$ cat src/design/pwmc_pkg.sv
`timescale 1ns / 1ps
`default_nettype none

package pwmc_pkg;

  // timer clock numerator and limits
  localparam logic [29:0] ClkNum    = 30'd640000000;
  localparam logic [28:0] FreqMax   = 29'd320000000;
  localparam logic [13:0] DutyMax   = 14'd10000;
  localparam logic [15:0] PeriodMax = 16'hFFFF;
  localparam logic [29:0] DutyHalf  = 30'd5000;

  // quotient may be at most PeriodMax + 1 before the minus one
  localparam logic [29:0] NormLimit = 30'd65536;

  // x / 10000 == (x * RecipM) >> RecipShift for every x below 2^30
  localparam logic [29:0] RecipM     = 30'd879609303;
  localparam int unsigned RecipShift = 43;

  localparam int unsigned DivSteps = 30;
  localparam logic [4:0]  DivLast  = 5'(DivSteps - 1);
  localparam logic [3:0]  PreMax   = 4'd15;

  typedef enum logic [1:0] {
    ActNone    = 2'd0,
    ActStopped = 2'd1,
    ActStarted = 2'd2,
    ActUpdated = 2'd3
  } act_e;

  typedef enum logic [2:0] {
    StIdle,
    StDiv,
    StNorm,
    StMul1,
    StMul2,
    StFin
  } state_e;

  typedef struct packed {
    logic load;
    logic div_step;
    logic norm_step;
    logic mul1;
    logic mul2;
    logic out_load;
  } cmd_t;

  typedef struct packed {
    logic short_path;
    logic div_last;
    logic norm_done;
    logic out_free;
  } status_t;

endpackage

`default_nettype wire

$ cat src/design/pwmc_ctrl.sv
`timescale 1ns / 1ps
`default_nettype none

module pwmc_ctrl (
  input  wire logic             clk_i,
  input  wire logic             rst_ni,
  input  wire logic             in_valid_i,
  output logic                  in_ready_o,
  input  wire pwmc_pkg::status_t status_i,
  output pwmc_pkg::cmd_t        cmd_o
);

  pwmc_pkg::state_e state_q, state_d;

  always_ff @(posedge clk_i or negedge rst_ni) begin
    if (!rst_ni) begin
      state_q <= pwmc_pkg::StIdle;
    end else begin
      state_q <= state_d;
    end
  end

  always_comb begin
    state_d = state_q;
    unique case (state_q)
      pwmc_pkg::StIdle: begin
        if (in_valid_i) begin
          state_d = pwmc_pkg::StDiv;
        end
      end
      pwmc_pkg::StDiv: begin
        // stop requests and requests for a channel that does not exist skip the arithmetic
        if (status_i.short_path) begin
          state_d = pwmc_pkg::StFin;
        end else if (status_i.div_last) begin
          state_d = pwmc_pkg::StNorm;
        end
      end
      pwmc_pkg::StNorm: begin
        if (status_i.norm_done) begin
          state_d = pwmc_pkg::StMul1;
        end
      end
      pwmc_pkg::StMul1: state_d = pwmc_pkg::StMul2;
      pwmc_pkg::StMul2: state_d = pwmc_pkg::StFin;
      pwmc_pkg::StFin: begin
        if (status_i.out_free) begin
          state_d = pwmc_pkg::StIdle;
        end
      end
      default: state_d = pwmc_pkg::StIdle;
    endcase
  end

  always_comb begin
    cmd_o      = '0;
    in_ready_o = 1'b0;
    unique case (state_q)
      pwmc_pkg::StIdle: begin
        in_ready_o   = 1'b1;
        cmd_o.load   = in_valid_i;
      end
      pwmc_pkg::StDiv:  cmd_o.div_step  = !status_i.short_path;
      pwmc_pkg::StNorm: cmd_o.norm_step = !status_i.norm_done;
      pwmc_pkg::StMul1: cmd_o.mul1      = 1'b1;
      pwmc_pkg::StMul2: cmd_o.mul2      = 1'b1;
      pwmc_pkg::StFin:  cmd_o.out_load  = status_i.out_free;
      default: cmd_o = '0;
    endcase
  end

endmodule

`default_nettype wire

$ cat src/design/pwmc_dpath.sv
`timescale 1ns / 1ps
`default_nettype none

module pwmc_dpath #(
  parameter int unsigned NUM_CHANNELS = 4
) (
  input  wire logic              clk_i,
  input  wire logic              rst_ni,
  input  wire logic [1:0]        chan_i,
  input  wire logic [28:0]       freq_hz_i,
  input  wire logic [13:0]       duty_i,
  input  wire pwmc_pkg::cmd_t    cmd_i,
  output pwmc_pkg::status_t      status_o,
  output logic                   out_valid_o,
  input  wire logic              out_ready_i,
  output logic [1:0]             chan_out_o,
  output logic [1:0]             action_o,
  output logic [3:0]             prescale_exp_o,
  output logic [15:0]            period_count_o,
  output logic [15:0]            compare_count_o
);

  logic [NUM_CHANNELS-1:0] active_q;
  logic                    short_q;
  logic [1:0]              chan_q;
  pwmc_pkg::act_e          act_q;
  logic [28:0]             freq_q;
  logic [13:0]             duty_q;
  logic [28:0]             rem_q;
  logic [29:0]             quo_q;
  logic [4:0]              cnt_q;
  logic [3:0]              pre_q;
  logic [15:0]             per_q;
  logic [29:0]             prod_q;
  logic [59:0]             scaled_q;
  logic                    out_valid_q;

  logic                    chan_ok;
  logic                    cur_active;
  logic [29:0]             trial;
  logic                    fits;
  logic [15:0]             per_d;

  // channel decode, one compare per channel
  always_comb begin
    chan_ok    = 1'b0;
    cur_active = 1'b0;
    for (int unsigned i = 0; i < NUM_CHANNELS; i++) begin
      if (32'(chan_i) == i) begin
        chan_ok    = 1'b1;
        cur_active = active_q[i];
      end
    end
  end

  assign trial = {rem_q, quo_q[29]};
  assign fits  = trial >= {1'b0, freq_q};
  assign per_d = 16'(quo_q - 30'd1);

  always_ff @(posedge clk_i or negedge rst_ni) begin
    if (!rst_ni) begin
      active_q <= '0;
    end else if (cmd_i.load && chan_ok) begin
      for (int unsigned i = 0; i < NUM_CHANNELS; i++) begin
        if (32'(chan_i) == i) begin
          active_q[i] <= (freq_hz_i != '0);
        end
      end
    end
  end

  always_ff @(posedge clk_i) begin
    if (cmd_i.load) begin
      chan_q  <= chan_i;
      short_q <= !chan_ok || (freq_hz_i == '0);
      if (!chan_ok) begin
        act_q <= pwmc_pkg::ActNone;
      end else if (freq_hz_i == '0) begin
        act_q <= cur_active ? pwmc_pkg::ActStopped : pwmc_pkg::ActNone;
      end else begin
        act_q <= cur_active ? pwmc_pkg::ActUpdated : pwmc_pkg::ActStarted;
      end
      freq_q <= (freq_hz_i > pwmc_pkg::FreqMax) ? pwmc_pkg::FreqMax : freq_hz_i;
      duty_q <= (duty_i > pwmc_pkg::DutyMax) ? pwmc_pkg::DutyMax : duty_i;
      rem_q  <= '0;
      quo_q  <= pwmc_pkg::ClkNum;
      cnt_q  <= '0;
      pre_q  <= '0;
    end else if (cmd_i.div_step) begin
      // restoring divide, one quotient bit a cycle
      rem_q <= fits ? 29'(trial - {1'b0, freq_q}) : trial[28:0];
      quo_q <= {quo_q[28:0], fits};
      cnt_q <= cnt_q + 5'd1;
    end else if (cmd_i.norm_step) begin
      quo_q <= {1'b0, quo_q[29:1]};
      pre_q <= pre_q + 4'd1;
    end
    if (cmd_i.mul1) begin
      per_q  <= per_d;
      prod_q <= 30'(per_d) * 30'(duty_q);
    end
    if (cmd_i.mul2) begin
      scaled_q <= 60'(prod_q + pwmc_pkg::DutyHalf) * 60'(pwmc_pkg::RecipM);
    end
  end

  always_ff @(posedge clk_i or negedge rst_ni) begin
    if (!rst_ni) begin
      out_valid_q <= 1'b0;
    end else if (cmd_i.out_load) begin
      out_valid_q <= 1'b1;
    end else if (out_ready_i) begin
      out_valid_q <= 1'b0;
    end
  end

  always_ff @(posedge clk_i) begin
    if (cmd_i.out_load) begin
      chan_out_o <= chan_q;
      action_o   <= act_q;
      if (short_q) begin
        prescale_exp_o  <= '0;
        period_count_o  <= '0;
        compare_count_o <= '0;
      end else begin
        prescale_exp_o  <= pre_q;
        period_count_o  <= per_q;
        compare_count_o <= scaled_q[pwmc_pkg::RecipShift +: 16];
      end
    end
  end

  assign out_valid_o          = out_valid_q;
  assign status_o.short_path  = short_q;
  assign status_o.div_last    = (cnt_q == pwmc_pkg::DivLast);
  assign status_o.norm_done   = (quo_q <= pwmc_pkg::NormLimit);
  assign status_o.out_free    = !out_valid_q || out_ready_i;

  a_load_free: assert property (@(posedge clk_i) disable iff (!rst_ni)
    cmd_i.out_load |-> (!out_valid_q || out_ready_i))
    else $error("result loaded over a pending word");

  a_load_shows: assert property (@(posedge clk_i) disable iff (!rst_ni)
    cmd_i.out_load |=> out_valid_q)
    else $error("loaded result not presented");

  a_pre_bound: assert property (@(posedge clk_i) disable iff (!rst_ni)
    cmd_i.norm_step |-> (pre_q < pwmc_pkg::PreMax))
    else $error("prescaler exponent overflow");

  a_quo_min: assert property (@(posedge clk_i) disable iff (!rst_ni)
    (cmd_i.div_step && status_o.div_last) |=> (quo_q >= 30'd2))
    else $error("quotient below two");

endmodule

`default_nettype wire

$ cat src/design/pwm_timer_setting_calc.sv
`timescale 1ns / 1ps
`default_nettype none

// PWM timer setting calculator: each input word names a channel, a frequency
// in Hz and a duty in hundredths of a percent, and exactly one result word
// comes back with the action taken, the prescaler exponent, the period and
// the compare value. A run request passes from acceptance to result through
// the bit-serial divider for 640000000/f, one prescaler step (0 to 14) at a
// time while the quotient is shifted down into 16 bits, a check that sees it
// fit, two multiply steps for the duty scaling and the divide by 10000, and
// a final step that loads the result register once it is free.
// Stop requests and requests for a channel that does not exist skip the arithmetic.
// One request is worked on at a time; the result register lets the next
// request be accepted while the previous result is still waiting.
module pwm_timer_setting_calc #(
  parameter int unsigned NUM_CHANNELS = 4
) (
  input  wire logic        clk_i,
  input  wire logic        rst_ni,
  // request word
  input  wire logic        in_valid_i,
  output logic             in_ready_o,
  input  wire logic [1:0]  chan_i,
  input  wire logic [28:0] freq_hz_i,
  input  wire logic [13:0] duty_i,
  // result word
  output logic             out_valid_o,
  input  wire logic        out_ready_i,
  output logic [1:0]       chan_out_o,
  output logic [1:0]       action_o,
  output logic [3:0]       prescale_exp_o,
  output logic [15:0]      period_count_o,
  output logic [15:0]      compare_count_o
);

  // command and status between sequencer and datapath
  pwmc_pkg::cmd_t    cmd;
  pwmc_pkg::status_t status;

  // sequencer: idle, divide, normalize, two multiplies, deliver
  pwmc_ctrl u_ctrl (
    .clk_i      (clk_i),
    .rst_ni     (rst_ni),
    .in_valid_i (in_valid_i),
    .in_ready_o (in_ready_o),
    .status_i   (status),
    .cmd_o      (cmd)
  );

  // divider, prescaler search, multipliers, channel flags and result register
  pwmc_dpath #(
    .NUM_CHANNELS (NUM_CHANNELS)
  ) u_dpath (
    .clk_i           (clk_i),
    .rst_ni          (rst_ni),
    .chan_i          (chan_i),
    .freq_hz_i       (freq_hz_i),
    .duty_i          (duty_i),
    .cmd_i           (cmd),
    .status_o        (status),
    .out_valid_o     (out_valid_o),
    .out_ready_i     (out_ready_i),
    .chan_out_o      (chan_out_o),
    .action_o        (action_o),
    .prescale_exp_o  (prescale_exp_o),
    .period_count_o  (period_count_o),
    .compare_count_o (compare_count_o)
  );

endmodule

`default_nettype wire

$ cat config.mk
export PLATFORM = sky130hd
export DESIGN_NAME = pwm_timer_setting_calc
export DESIGN_NICKNAME = d
export VERILOG_FILES = /design/src/design/pwmc_pkg.sv /design/src/design/pwmc_ctrl.sv /design/src/design/pwmc_dpath.sv /design/src/design/pwm_timer_setting_calc.sv
export SDC_FILE = /design/constraint.sdc
export NUM_CORES = 2
export LEC_CHECK = 0
export ABC_AREA = 1
export BUFFER_PORTS_ARGS = -buffer_cell sky130_fd_sc_hd__buf_4
export CAP_MARGIN = 20
export CORE_MARGIN = 2
export CORE_UTILIZATION = 40
export CTS_CLUSTER_SIZE = 40
export DETAILED_ROUTE_END_ITERATION = 7
export HOLD_SLACK_MARGIN = 0.15
export PLACE_DENSITY_LB_ADDON = 0.2
export SLEW_MARGIN = 20
export SYNTH_ARGS = -nofsm -noshare
export SYNTH_HDL_FRONTEND = slang
export SYNTH_SLANG_ARGS = --single-unit
$ cat constraint.sdc
create_clock -name clk_i -period 10.4 [get_ports clk_i]
set_input_delay 1.04 -clock clk_i [delete_from_list [all_inputs] [get_ports clk_i]]
set_output_delay 1.04 -clock clk_i [all_outputs]
set_load 0.01 [all_outputs]
# Word-level counts from Yosys, hierarchy flattened
# Cells that the tools add are included.
# word_totals
reg_bits,269
input_bits,49
out_inout_bits,42
elab_cells,96
# classes
addsub,5
mul,2
order_cmp,4
n_eq_ne,13
n_mux,29
bitwise_logic,1
n_reduce_logical,19
# op_table
op,count
$mux W30,2
$mul A31 B30 Y59 const B,1
$add A30 B13 Y31 const B,1
$ge A30 B29 Y1,1
$le A30 B17 Y1 const B,1
$mul A16 B14 Y30,1
$gt A29 B29 Y1 const B,1
$logic_not A29 Y1,1
$mux W29,1
$reduce_bool A29 Y1,1
$sub A29 B29 Y29,1
$mux W1,19
$pmux W3 S6,1
$sub A16 B1 Y16 const B,1
$mux W3,5
$gt A14 B14 Y1 const B,1
$reduce_and A2 Y1,5
$eq A3 B2 Y1 const B,2
$eq A3 B3 Y1 const B,2
$add A5 B1 Y5 const B,1
$eq A5 B5 Y1 const B,1
$add A4 B1 Y4 const B,1
$eq A2 B2 Y1 const B,2
$logic_not A1 Y1,4
other kinds (13),16

# Longest topological paths before layout
# depth
word_depth,7
mapped_depth,39
ltp_nobuf,39

# Cells and area by module
# Synthesis repeated with hierarchy kept, for this count alone.
# unflattened
cells_unflattened,4480
hier_area_um2,37005.5
# by_module_without_submodules
mod,instances,cells_each,area_each_um2,seq_area_each_um2
pwmc_dpath,1,4438,36757.8,5990.7
pwmc_ctrl,1,42,247.7,75.1

# Least setup slack after synthesis
# No wires, ideal clock.
# synth_path
kind,register -> register
from,register u_dpath.prod_q[3]
to,"register u_dpath.scaled_q[51], data pin"
setup_time_ns,0.252
arrival_ns,7.144
t_required_ns,10.148
slack_ns,3.004
path_stages_with_launch,36
n_path_buf,0
synth_period_minus_slack_ns,7.396
path_cell_list,edfxtp_1 -> ha_1 -> nand3_1 -> nand3_1 -> nand2_1 -> o21ai_4 -> inv_4 -> nor2_2 -> nand2_1 -> nor2_4 -> xor2_2 -> inv_1 -> fa_1 -> ha_1 -> fa_1 -> inv_1 -> fa_1 -> inv_1 -> fa_1 -> inv_1 -> fa_1 -> inv_1 -> fa_1 -> inv_1 -> fa_1 -> inv_1 -> ha_1 -> nand2_1 -> nor2_1 -> inv_1 -> nor3_1 -> inv_1 -> nor4_1 -> nand3_1 -> nand3_1 -> nand2_1
# synth_via
elab_chain_len,2
# synth_lines
item,line_no,rtl
"start, declared",pwmc_dpath.sv:34,logic [29:0] prod_q;
"start signal, assigned",pwmc_dpath.sv:100,prod_q <= 30'(per_d) * 30'(duty_q);
$add A30 B13 Y31,pwmc_dpath.sv:103,scaled_q <= 60'(prod_q + pwmc_pkg::DutyHalf) * 60'(pwmc_pkg::RecipM);
$mul A31 B30 Y59,pwmc_dpath.sv:103,
"end signal, assigned",pwmc_dpath.sv:103,
"end, declared",pwmc_dpath.sv:35,logic [59:0] scaled_q;
# No other way between the ends.
# A chain may end at the register's enable or synchronous reset.

# Worst setup path in the final report
# layout_path
from,register u_dpath.prod_q[3]
to,"register u_dpath.scaled_q[58], data pin"
# Same word-level chain as after synthesis.

==> reports/metrics.cfg <==
[run_status]
outcome=completed

[final_layout]
layout.cells.non_filler=5704
multi_input_area_sq_mm=0.02622
nets=5568
fillers=9287
post-route-cell-area_sq_mm=0.03976
ff_latch_area_sq_mm=0.006066
area_growth_pct=8.247
layout-drive-gt1-share_pct=4.826

[logic_synthesis]
synth_ff_type=edfxtp_1
synth_area_sq_mm=0.03673
synth_commonest_cells=inv_1, nand2_1, fa_1
synth_area_leaders=fa_1, ha_1, edfxtp_1, inv_1, nand2_1
synth-seq-cells=226
synth_top_area_share_pct=30.41
syn-num-nets=5495
syn_avg_cell_area_sq_um=8.303
synth_seq_area_share_pct=16.51
synth_edf_count=150
yosys.area.top_type=fa_1
synth.distinct_cells=53
synthArstFlopShare_pct=3.540
ys.warnings.count=0
synth_most_common_cell=inv_1
syn_inst=4424

[floorplanning]
floorplan.initialDensity_pct=40.19
die_w_um=307.0
dieArea_sq_mm=0.09427
rows=111
die_h_um=307.0
num_io_pins=91
coreArea_sq_mm=0.09139

[timing]
worst_hold_slack_ns=0.2277
fin_tns_setup_ns=0
hold_violations=0
setup_viol=0
min_period_over_period_pct=84.67
rsz0062_at_grt=false
clock.fmax_mhz=113.6
clock_skew_ns=0.06699
tightest_slew_ns=0.8952
period_needed_ns=8.805
max-slew-margin-rel_pct=40.32
finalMaxSlewViolations=0

[routing]
ant_nets=0
drc_errors=0
drt-pass1-iter-count=7
viasPerCell=4.971
vias=28355
drt_iter0_drc=1927
drt-total-wl_um=106400
wl_per_cell_um=18.65

[setup_path]
critPathCaptureType=flip-flop
reg2reg_slack_ns=1.59
cpMaxStageDelayCell=xor2_1
crit_required_ns=10.78
max_stage_delay_ns=0.63
r2r-start=u_dpath.prod_q[3]
startpoint_type=flip-flop
arrival_ns=9.18
worstSetupStartpoint=u_dpath.prod_q[3]
critical_path_class=reg2reg
path_max_fanout=6
rr_worst_depth=31
rr_endpoint=u_dpath.scaled_q[58]

[clock_network]
cts_tree=built
hold_buffers=0
cts_resized=0
cts.sinks=226
clkTransAtPathRegs_ns=0.06
clock_path_buffers=3
post_cts_buffers=0
numCtsBuffers=28
insertion_delay_ns=0.63
clockRootBuffer=clkbuf_16
h-tree-depth=1

[global_routing]
track_usage_pct=22.94
grt_pass1_wl_um=166500
grt_overflow=0
first_global_vias=29191
antenna_found_initial=1
grt_max_degree=64

[placed_design]
dp.cells=5653
placed_area_sq_mm=0.03875
placement.io_buffers=90
gp_congestion=0.9409
dp_hpwl_um=91770

[run]
cap_violations=0

[worst_hold_path]
hold_class=in2async

[worst max path at each step]
stage | end | slack (ns) | depth (start not counted)
2_1_floorplan | u_dpath.scaled_q[51] | 3.00 | 35
3_3_place_gp | u_dpath.scaled_q[58] | 1.58 | 31
3_5_place_dp | u_dpath.scaled_q[58] | 1.53 | 31
4_1_cts | u_dpath.scaled_q[58] | 1.58 | 31
5_1_grt | u_dpath.scaled_q[58] | 1.09 | 31
6_report | u_dpath.scaled_q[58] | 1.59 | 31
[flip-flops by register name (all words and copies together) (netlist names), 14 cells and up]
| signal | cells |
|---|---|
| u_dpath.freq_q | 29 |
| u_dpath.scaled_q | 16 |
| u_dpath.period_count_o | 16 |
| u_dpath.quo_q | 30 |
| u_dpath.compare_count_o | 16 |
| u_dpath.rem_q | 29 |
| u_dpath.per_q | 16 |
| u_dpath.prod_q | 30 |
| u_dpath.duty_q | 14 |
[metal layers]
metal	share of wire [%]	global-route usage, %
met1	45	31.47
met5	0.0085	0
met3	4.8	2.247
met2	48	38.90
met4	2.7	5.854
[cell usage in the layout (no fill, tap or decap), drive strengths merged, types with 2 or more instances in the layout]
cell type,n
buf,106
o211ai,2
xnor2,31
o21a,7
a211oi,2
clkinvlp,3
dfxtp,68
a21boi,9
nor4,22
inv,1108
and2,2
o21bai,18
a21oi,187
fa,558
o31ai,2
nand3,152
a21o,15
nand2,866
nor2,391
edfxtp,150
clkbuf,33
nor3,52
dfrtp,8
clkinv,14
o21ai,100
xor2,46
ha,464
or2,12
a31oi,10
bufinv,5
nand4,42
and3,2
nand3b,27
[per-stage QoR]
step,worst slack [ns],util [%]
6_report,1.595,43.51
4_1_cts,1.578,43.51
2_1_floorplan,3.004,-
3_5_place_dp,1.534,42.40
3_3_place_gp,1.584,42.40
5_1_grt,1.091,43.51
[kinds of logic after synthesis]
group,count (synthesis),synth area share [%]
buf+inv,1176,12.18
flops,226,16.51
fa+ha+maj,1022,46.22
xor+xnor,77,1.897
simple gates,1569,17.88
compound gates,354,5.304
[cell type report]
type	count	share of cell area [%]
Antenna cell	1	0.006294
Clock buffer	33	1.888
Clock inverter	17	0.6482
Inverter	1113	10.53
Multi-Input combinational cell	3022	65.94
Sequential cell	226	15.26
Tap cell	1186	3.732
Timing Repair Buffer	106	2.001
[worst max-delay path, delay by kind of cell, from the launching register on]
kind | cells | cell delay (ns)
flops | 1 | 0.48
xor+xnor | 2 | 0.97
buf+inv | 6 | 0.90
simple gates | 13 | 2.08
fa+ha+maj | 10 | 4.18
Power is left out: the tool's default activity adds up to more than one toggle a clock period on the data nets, which glitch-free logic cannot reach.
